<file path="src/hdl/mlt_pkg.sv">
// Shared types and constants for the MAC learning table.
package mlt_pkg;

    localparam int DEF_TABLE_ENTRIES = 64;
    localparam int DEF_PORT_COUNT    = 16;

    localparam int MAC_W   = 48;
    localparam int PORT_W  = 4;
    localparam int STAMP_W = 32;
    localparam int AGE_W   = 16;
    localparam int AGED_W  = 7;

    localparam logic [AGED_W-1:0] AGED_MAX      = 7'd127;
    localparam logic [AGE_W-1:0]  MAX_AGE_RESET = 16'd300;
    localparam logic              REG_MAX_AGE   = 1'b0;

    typedef enum logic [1:0] {
        CMD_LEARN  = 2'd0,
        CMD_LOOKUP = 2'd1,
        CMD_AGE    = 2'd2,
        CMD_TICK   = 2'd3
    } t_cmd;

    typedef struct packed {
        t_cmd               cmd;
        logic [MAC_W-1:0]   mac;
        logic [PORT_W-1:0]  port;
        logic [STAMP_W-1:0] now;
        logic [AGE_W-1:0]   max_age;
    } t_bcast;

    typedef struct packed {
        logic              active;
        logic              found;
        logic [PORT_W-1:0] fport;
        logic              free_ok;
        logic [AGED_W-1:0] aged;
    } t_link;

endpackage

</file>
<file path="src/hdl/mlt_cell.sv">
// One table entry cell; works on the command token as it passes and hands it on.
module mlt_cell
    import mlt_pkg::*;
(
    input  logic   i_clk,
    input  logic   i_rst_n,
    input  t_bcast i_bc,
    input  logic   i_wr_en,
    input  t_link  i_link,
    output t_link  o_link
);

    logic               r_valid;
    logic [MAC_W-1:0]   r_mac;
    logic [PORT_W-1:0]  r_port;
    logic [STAMP_W-1:0] r_stamp;
    logic               r_pick;
    t_link              r_link;
    t_link              n_link;

    logic w_match;
    logic w_old;
    logic w_sel;
    logic w_claim;
    logic [STAMP_W-1:0] w_age;

    assign w_match = r_valid && (r_mac == i_bc.mac);
    assign w_age   = i_bc.now - r_stamp;
    assign w_old   = r_valid && (w_age > {{(STAMP_W-AGE_W){1'b0}}, i_bc.max_age});
    assign w_claim = (i_bc.cmd == CMD_LEARN) && !r_valid && !i_link.free_ok;
    assign w_sel   = i_wr_en && r_pick;

    always_comb begin
        n_link = i_link;
        unique case (i_bc.cmd)
            CMD_LEARN: begin
                if (w_match) begin
                    n_link.found = 1'b1;
                end else if (w_claim) begin
                    n_link.free_ok = 1'b1;
                end
            end
            CMD_LOOKUP: begin
                if (w_match && !i_link.found) begin
                    n_link.found = 1'b1;
                    n_link.fport = r_port;
                end
            end
            CMD_AGE: begin
                if (w_old && (i_link.aged != AGED_MAX)) begin
                    n_link.aged = i_link.aged + 1'b1;
                end
            end
            default: begin
            end
        endcase
    end

    always_ff @(posedge i_clk) begin
        r_link.found   <= n_link.found;
        r_link.fport   <= n_link.fport;
        r_link.free_ok <= n_link.free_ok;
        r_link.aged    <= n_link.aged;
        if (w_sel) begin
            r_mac   <= i_bc.mac;
            r_port  <= i_bc.port;
            r_stamp <= i_bc.now;
        end else if (i_link.active && (i_bc.cmd == CMD_LEARN) && w_match) begin
            r_port  <= i_bc.port;
            r_stamp <= i_bc.now;
        end
        if (!i_rst_n) begin
            r_valid       <= 1'b0;
            r_link.active <= 1'b0;
        end else begin
            r_link.active <= i_link.active;
            if (i_link.active) begin
                r_pick <= w_claim;
            end
            if (w_sel) begin
                r_valid <= 1'b1;
            end else if (i_link.active && (i_bc.cmd == CMD_AGE) && w_old) begin
                r_valid <= 1'b0;
            end
        end
    end

    assign o_link = r_link;

endmodule

</file>
<file path="config.mk">
export PLATFORM = sky130hd
export DESIGN_NAME = mlt_cell
export DESIGN_NICKNAME = d
export VERILOG_FILES = /design/src/hdl/mlt_pkg.sv /design/src/hdl/mlt_cell.sv
export SDC_FILE = /design/constraint.sdc
export NUM_CORES = 1
export LEC_CHECK = 0
export BUFFER_PORTS_ARGS = -buffer_cell sky130_fd_sc_hd__clkbuf_2
export CAP_MARGIN = 40
export CORE_MARGIN = 2
export CORE_UTILIZATION = 52
export DETAILED_ROUTE_END_ITERATION = 8
export PLACE_DENSITY = 0.77
export SLEW_MARGIN = 20
export SYNTH_ARGS = -nofsm -noshare
export SYNTH_HDL_FRONTEND = slang
export SYNTH_SLANG_ARGS = --single-unit
</file>
<file path="constraint.sdc">
create_clock -name i_clk -period 6.7 [get_ports i_clk]
set_input_delay 1.005 -clock i_clk [delete_from_list [all_inputs] [get_ports i_clk]]
set_output_delay 1.005 -clock i_clk [all_outputs]
set_load 0.01 [all_outputs]
</file>
==> qor.log, run 1 <==
INFO  yosys          synth.lib_cells_used.distinct=67
INFO  sta            slew_viol_final=0
INFO  clocking       postCtsSetupRepairBufs=0
INFO  floorplan      std_cell_core_area=0.0116mm²
INFO  sta            fin_crit=5330ps
INFO  floorplan      initial_core_util=53.9%
INFO  floorplan      die_x=113µm
INFO  yosys          synthesis.yosys.warnings=0
INFO  finish         layout-drive-gt1-share=24.0%
INFO  run            maxCapViolCount=0
INFO  placement      numPortBuffers=132
INFO  placement      detailedPlacementHpwl=11700µm
INFO  grt            grt_pass1_wl=23200µm
INFO  floorplan      io_pins=133
INFO  setup_path     start_kind=primary input
INFO  yosys          synth.largest_area_cell=edfxtp_1
INFO  route          drt_iter0_drc=380
INFO  yosys          synth_adder_area_share=9.96%
INFO  setup_path     worst_path_class_setup=in -> reg
INFO  yosys          synth_edf_count=85
INFO  power          p_comb_share=21.0%
INFO  placement      gp_routability_congestion=1.05
INFO  clocking       cts-buffers-inserted=9
INFO  worst_hold_path worstHoldPathCells=1
INFO  sta            setup_tns=0ps
INFO  clocking       buffer_type_at_the_clock_tree_root=clkbuf_16
INFO  yosys          fraction_of_post_synthesis_cell_area_in_the_top_cell_type_by_area=41.0%
INFO  power          power_leakage=3.15nW
INFO  power          power_switching=0.418mW
INFO  route          drc=0
INFO  route          ant_nets=0
INFO  grt            grt_max_degree=34
INFO  sta            finalHoldViolations=0
INFO  clocking       clkTransAtPathRegs=60ps
INFO  route          routed_wire_length_per_instance=16.4µm
INFO  power          power.switching_fraction=27.0%
INFO  yosys          synth_top_family_by_area=compound AO/OA/AOI/OAI gates
INFO  finish         area_taken_by_multi_input_logic_gates=0.00311mm²
INFO  grt            grt.total_usage=22.7%
INFO  outcome        status=finished, final reports clean
INFO  yosys          seq_area_frac_synth=45.8%
INFO  grt            globalRouteOverflowTotal=0
INFO  finish         num_antenna_cells=0
INFO  finish         area.sequential=0.00285mm²
INFO  setup_path     path_max_fanout=7
INFO  sta            worst_slew_margin_rel=50.4%
INFO  power          share_seq_of_total_power=45.9%
INFO  yosys          number_of_synthesized_register_bits=100
INFO  power          power=1.55mW
INFO  finish         area_growth=18.4%
INFO  finish         num-fill-cells=936
INFO  sta            final-setup-viol-count=0
INFO  yosys          post_synth.cell_area_avg=10.5µm²
INFO  floorplan      std_cell_rows=39
INFO  floorplan      die_h=113µm
INFO  yosys          synth.mux.area_fraction=1.73%
INFO  power          irDropWorstVdd=0.102mV
INFO  setup_path     endpoint_kind=flip-flop
INFO  sta            tightestPinTransition=734ps
INFO  sta            final_critical_path_setup_slack=1370ps
INFO  yosys          netlist_area=0.00623mm²
INFO  route          finalWirelength=14500µm
INFO  power          cellInternalPower=1.13mW
INFO  power          clockPowerShare=33.2%
INFO  grt            number_of_antenna_violations_at_the_first_check_in_global_routing=0
INFO  setup_path     crit_arrival=5570ps
INFO  yosys          synth_xor_area_share=9.13%
INFO  clocking       tritoncts=built
INFO  floorplan      floorplan.die_area=0.0129mm²
INFO  power          power-per-cell-area=209mW/mm²
INFO  sta            timing.clock.skew=7.15ps
INFO  setup_path     timing.reg2reg.worst_path_depth=22
INFO  setup_path     data_required_time_at_the_worst_endpoint=6940ps
INFO  sta            max_freq=188MHz
INFO  sta            grt_setup_unrepaired=false
INFO  grt            grt_pass1_vias=4913
INFO  placement      dpl_worst_slack=1100ps
INFO  yosys          synthesis.instances=596
INFO  yosys          post_synth_and_or_nand_nor_area_fraction=13.6%
INFO  clocking       cts-hold-fix-buffers=0
INFO  worst_hold_path timing.hold.worst.class=reg -> reg
INFO  yosys          netlist_top_cells_area=edfxtp_1 (41%), ha_1 (9.6%), xnor2_1 (5.2%)
INFO  clocking       ctsLongestPathBuffers=2
INFO  finish         finalNetCount=899
INFO  yosys          net_count_of_the_mapped_netlist=764
INFO  clocking       clk_lat_worst_skew=350ps
INFO  clocking       clock-sinks=100
INFO  yosys          most_common_flop_cell_mapped_by_yosys=edfxtp_1
INFO  clocking       cts_htree_levels=3
INFO  route          route.detailed.vias_per_inst=5.77
INFO  clocking       ctsResizeCount=0
INFO  yosys          synth_compound_area_share=15.3%
INFO  sta            fin_crit_sh=79.6%
INFO  yosys          ys_async_sr_fraction=0%
INFO  route          dr_total_vias=5072
INFO  route          first_pass_iters=6
metrics by stage:
| stage | instance area (µm²) | cells | utilization (%) | hold slack, ps |
|---|---|---|---|---|
| floorplan | 6230 | 596 | - | 448 |
| CTS | 7380 | 879 | 63.8 | 476 |
| global placement | 7040 | 860 | 60.8 | 451 |
| global route | 7380 | 879 | 63.8 | 497 |
| finish | 7380 | 879 | 63.8 | 472 |
| detailed placement | 7090 | 863 | 61.3 | 461 |
state kept, by name, summed over array words and instances, names as in the netlist:
| name | flops |
|---|---|
| r_stamp | 32 |
| r_pick | 1 |
| r_port | 4 |
| o_link | 14 |
| r_valid | 1 |
| r_mac | 48 |
layout by cell type, fill, tap and decap left out, types with 6 or more instances in the layout:
| master | Yosys | final |
|---|---|---|
| a21oi_1 | 42 | 42 |
| and3_1 | 6 | 6 |
| xor2_1 | 28 | 28 |
| clkbuf_2 | 0 | 132 |
| nor3_1 | 6 | 6 |
| ha_1 | 48 | 48 |
| nor2_1 | 30 | 30 |
| inv_1 | 62 | 62 |
| nor4_1 | 11 | 11 |
| o211ai_1 | 8 | 8 |
| nand3_1 | 17 | 17 |
| edfxtp_1 | 85 | 85 |
| xnor2_1 | 37 | 37 |
| a31oi_1 | 8 | 8 |
| a21oi_2 | 6 | 6 |
| dfxtp_1 | 15 | 15 |
| a21o_1 | 6 | 6 |
| clkbuf_16 | 0 | 9 |
| nand2_1 | 42 | 42 |
| nand4_1 | 18 | 18 |
| o21ai_0 | 20 | 20 |
cell usage after synthesis, types with 3 or more instances:
master,count
o21a_1,4
clkbuf_1,5
o2bb2ai_1,3
buf_2,6
o211ai_1,8
nand3_1,17
a21oi_1,42
nor2b_1,3
o21bai_1,6
nor2_1,30
edfxtp_1,85
nor4_1,11
ha_1,48
a21o_1,6
nor3_1,6
nand2b_1,3
a31oi_1,8
mux2i_1,4
nand4_1,18
and3_1,6
a211oi_1,5
nand2_1,42
o21ai_0,20
and2_1,5
xor2_1,28
xnor2_1,37
inv_1,62
dfxtp_1,15
a221oi_1,3
a21oi_2,6
mux2_2,5
critical path, stage by stage:
cell	delay, ps
clkbuf_2	100
ha_1	360
a21oi_1	240
nand2_1	110
or2_2	330
nand3_1	110
nand2_1	80
and2_1	160
o21ai_0	180
nand2b_1	100
xor2_1	150
ha_1	300
a21oi_1	140
o21ai_0	90
a221oi_1	380
nand3_1	110
o211ai_1	130
nand4_1	120
nor4_1	260
or4b_1	640
nand2_2	160
mux2_1	320
area by class of cell:
| class | count | area share [%] |
|---|---|---|
| Multi-Input combinational cell | 423 | 42.1 |
| Sequential cell | 100 | 38.7 |
| Timing Repair Buffer | 135 | 9.66 |
| Inverter | 62 | 3.15 |
| Clock buffer | 10 | 3.10 |
| Tap cell | 143 | 2.42 |
| Clock inverter | 6 | 0.865 |
routing by layer:
layer	track usage [%]	share of wire (%)	wire [µm]
met5	0	0	0
met4	6.83	1.9	277
met3	4.78	6.4	932
met2	38.7	48	6930
met1	29.3	44	6320
path summary, 6_finish.rpt:
| kind | from | end | slack [ps] |
|---|---|---|---|
| max | i_bc[20] | o_link[1] | 1370 |
| min | r_port[3] | o_link[11] | 470 |
| max reg2reg | r_stamp[1] | o_link[1] | 1700 |
| min reg2reg | r_port[3] | o_link[11] | 470 |
logic make-up after synthesis:
logic type                 after synthesis
and+or+nand+nor                        161
AOI/OAI and AO/OA                      138
DFF                                    100
buffers and inverters                   73
xor gates and xnor gates                65
adders and majority gates               49
muxes                                   10
power groups by stage:
stage,logic [mW],registers [mW],clock network [mW]
2_1_floorplan,0.207,0.725,0
3_3_place_gp,0.306,0.722,0
3_5_place_dp,0.320,0.723,0
4_1_cts,0.322,0.709,0.524
5_1_grt,0.360,0.711,0.544
6_report,0.324,0.709,0.513
Note: power is estimated with default switching activity, not from simulation.
==> run 2, diff against run 1 <==
ABC_AREA = 1   (was default)
CORE_UTILIZATION = 51   (was 52)
clock period = 4.4 ns   (was 6.7 ns; I/O delays follow)
==> run 2 against run 1 <==
Non-clock buffer count decreased by 1. Worst setup slack got worse by 600 ps. Critical path type unchanged. Largest power group unchanged. Via count increased by 20%.
==> qor.log, run 2 <==
INFO  yosys          synth.most_common_cell=nand2_1
INFO  floorplan      std_cell_core_area=0.0132mm²
INFO  route          first_pass_iters=5
INFO  clocking       clkTransAtPathRegs=70ps
INFO  finish         stdcell_count=1259
INFO  yosys          net_count_of_the_mapped_netlist=1102
INFO  clocking       ctsLongestPathBuffers=2
INFO  grt            number_of_antenna_violations_at_the_first_check_in_global_routing=0
INFO  finish         largest_reg_flops=48
INFO  finish         num-fill-cells=1281
INFO  sta            timing.clock.skew=14.1ps
INFO  grt            grt_pass1_vias=5904
INFO  finish         num_antenna_cells=0
INFO  yosys          synth_xor_area_share=3.43%
INFO  route          finalWirelength=15900µm
INFO  finish         mostFrequentLayoutCell=nand2_1
INFO  yosys          synth.lib_cells_used.distinct=36
INFO  sta            setup_tns=0ps
INFO  sta            slew_viol_final=0
INFO  finish         area_taken_by_multi_input_logic_gates=0.00317mm²
INFO  route          dr_total_vias=6073
INFO  sta            grt_setup_unrepaired=false
INFO  setup_path     endpoint_kind=flip-flop
INFO  power          irDropWorstVdd=0.205mV
INFO  clocking       cts-buffers-inserted=9
INFO  finish         finalNetCount=1246
INFO  yosys          synth.largest_area_cell=edfxtp_1
INFO  clocking       cts_htree_levels=3
INFO  yosys          most_common_flop_cell_mapped_by_yosys=edfxtp_1
INFO  clocking       buffer_type_at_the_clock_tree_root=clkbuf_16
INFO  floorplan      io_pins=133
INFO  yosys          synth_edf_count=85
INFO  sta            fin_crit_sh=82.5%
INFO  placement      numPortBuffers=132
INFO  yosys          post_synth.cell_area_avg=7.39µm²
INFO  grt            globalRouteOverflowTotal=0
INFO  yosys          post_synth_most_frequent_cells=nand2_1 (301), inv_1 (232), edfxtp_1 (85), nor2_1 (65), ha_1 (48)
INFO  yosys          synthesis.yosys.warnings=0
INFO  finish         most-common-layout-cells=nand2_1 (301), inv_1 (231), clkbuf_2 (132)
INFO  route          route.detailed.vias_per_inst=4.82
INFO  route          ant_nets=0
INFO  floorplan      std_cell_rows=42
INFO  finish         fin_util=61.1%
INFO  finish         layout-drive-gt1-share=15.4%
INFO  clocking       ctsResizeCount=0
INFO  power          power_leakage=4.43nW
INFO  grt            grt_max_degree=37
INFO  route          drc=0
INFO  clocking       clk_lat_worst_skew=350ps
INFO  setup_path     worst_path_class_setup=in -> reg
INFO  grt            grt.total_usage=22.7%
INFO  placement      gp_routability_congestion=0.943
INFO  floorplan      floorplan.die_area=0.0145mm²
INFO  finish         area_growth=17.2%
INFO  yosys          netlist_top_cells_area=edfxtp_1 (37%), nand2_1 (16%), inv_1 (13%)
INFO  finish         post-route-cell-area=0.00809mm²
INFO  floorplan      die_h=120µm
INFO  sta            worst_slew_margin_rel=58.2%
INFO  yosys          seq_area_frac_synth=41.3%
INFO  yosys          synth.mux.area_fraction=0%
INFO  setup_path     crit_arrival=3870ps
INFO  outcome        status=finished, final reports clean
INFO  yosys          fraction_of_post_synthesis_cell_area_in_the_top_cell_type_by_area=37.0%
INFO  finish         area.sequential=0.00285mm²
INFO  setup_path     data_required_time_at_the_worst_endpoint=4640ps
INFO  route          routed_wire_length_per_instance=12.6µm
INFO  yosys          synth_compound_area_share=5.69%
INFO  clocking       tritoncts=built
INFO  route          drt_iter0_drc=361
INFO  finish         largest_register=r_mac
INFO  grt            grt_pass1_wl=26200µm
INFO  placement      detailedPlacementHpwl=13100µm
INFO  yosys          ys_async_sr_fraction=0%
INFO  floorplan      initial_core_util=52.1%
INFO  sta            fin_hold_ws=492ps
INFO  run            maxCapViolCount=0
INFO  sta            tightestPinTransition=623ps
INFO  placement      placed_cells_incl_taps=1243
INFO  clocking       postCtsSetupRepairBufs=0
INFO  clocking       clock-sinks=100
INFO  clocking       cts-hold-fix-buffers=0
INFO  placement      placed_cell_area=0.00779mm²
INFO  power          power=2.36mW
INFO  yosys          netlist_area=0.00690mm²
INFO  power          power-per-cell-area=292mW/mm²
INFO  sta            final_critical_path_setup_slack=769ps
INFO  sta            finalHoldViolations=0
INFO  yosys          synthesis.instances=934
INFO  yosys          post_synth_and_or_nand_nor_area_fraction=27.8%
INFO  sta            fin_crit=3630ps
INFO  yosys          number_of_synthesized_register_bits=100
INFO  yosys          synth_adder_area_share=8.99%
INFO  worst_hold_path timing.hold.worst.class=in -> reg
INFO  placement      dpl_worst_slack=433ps
INFO  floorplan      die_x=120µm
INFO  setup_path     path_max_fanout=7
INFO  yosys          synth_top_family_by_area=simple AND/OR/NAND/NOR gates
INFO  sta            final-setup-viol-count=0
INFO  setup_path     start_kind=primary input
INFO  sta            max_freq=275MHz
-- run 2: area by class of cell --
type	instances	share of cell area [%]
Multi-Input combinational cell	600	39.2
Sequential cell	100	35.3
Inverter	233	10.8
Timing Repair Buffer	134	8.35
Clock buffer	11	2.88
Tap cell	176	2.72
Clock inverter	5	0.774
-- run 2: power by group --
part           leakage, nW  internal, mW  switching, mW
registers            0.917          1.06         0.0109
logic                 3.37         0.184          0.293
clock network        0.144         0.447          0.364
total                 4.43          1.70          0.668
-- run 2: cells by family after synthesis --
family | count (synthesis)
and+or+nand+nor | 457
buffers and inverters | 234
DFF | 100
AOI/OAI and AO/OA | 67
adders and majority gates | 49
xor gates and xnor gates | 27
-- run 2: critical path: stages --
cell and delay (ps):
clkbuf_2 90, inv_1 40, ha_1 220, fa_1 400, inv_1 70, nand2_1 40
nand2_1 110, nand3_1 80, nand2_1 120, nand2_1 70, nand2_1 130, xor2_1 90
ha_1 270, nand2_1 60, nor2_1 190, nand2_1 70, nor2_1 130, nand4_1 90
o21ai_0 110, nand3_1 130, nor2_1 110, nand2_1 70, nor2_2 110, nand2_2 140
nand4_1 140, nand2_1 60, inv_1 60, nor2_1 40
-- run 2: layer usage --
| layer | wire length (µm) | global-route usage [%] | part of all wire [%] | vias up |
|---|---|---|---|---|
| li1 | - | - | - | 3205 |
| met1 | 7110 | 28.4 | 45 | 2675 |
| met2 | 7450 | 38.6 | 47 | 166 |
| met3 | 1050 | 5.80 | 6.6 | 27 |
| met4 | 316 | 7.19 | 2.0 | 0 |
| met5 | 0 | 0 | 0 | - |
-- run 2: final timing paths --
kind                                    to  slack (ps)  depth (start not counted)  startpoint
worst max-delay path             o_link[5]         770                         28    i_bc[16]
worst min-delay path             r_port[0]         490                          1    i_bc[48]
worst max register to register   o_link[5]         820                         26  r_stamp[0]
worst min register to register  o_link[11]         510                          2   r_port[3]
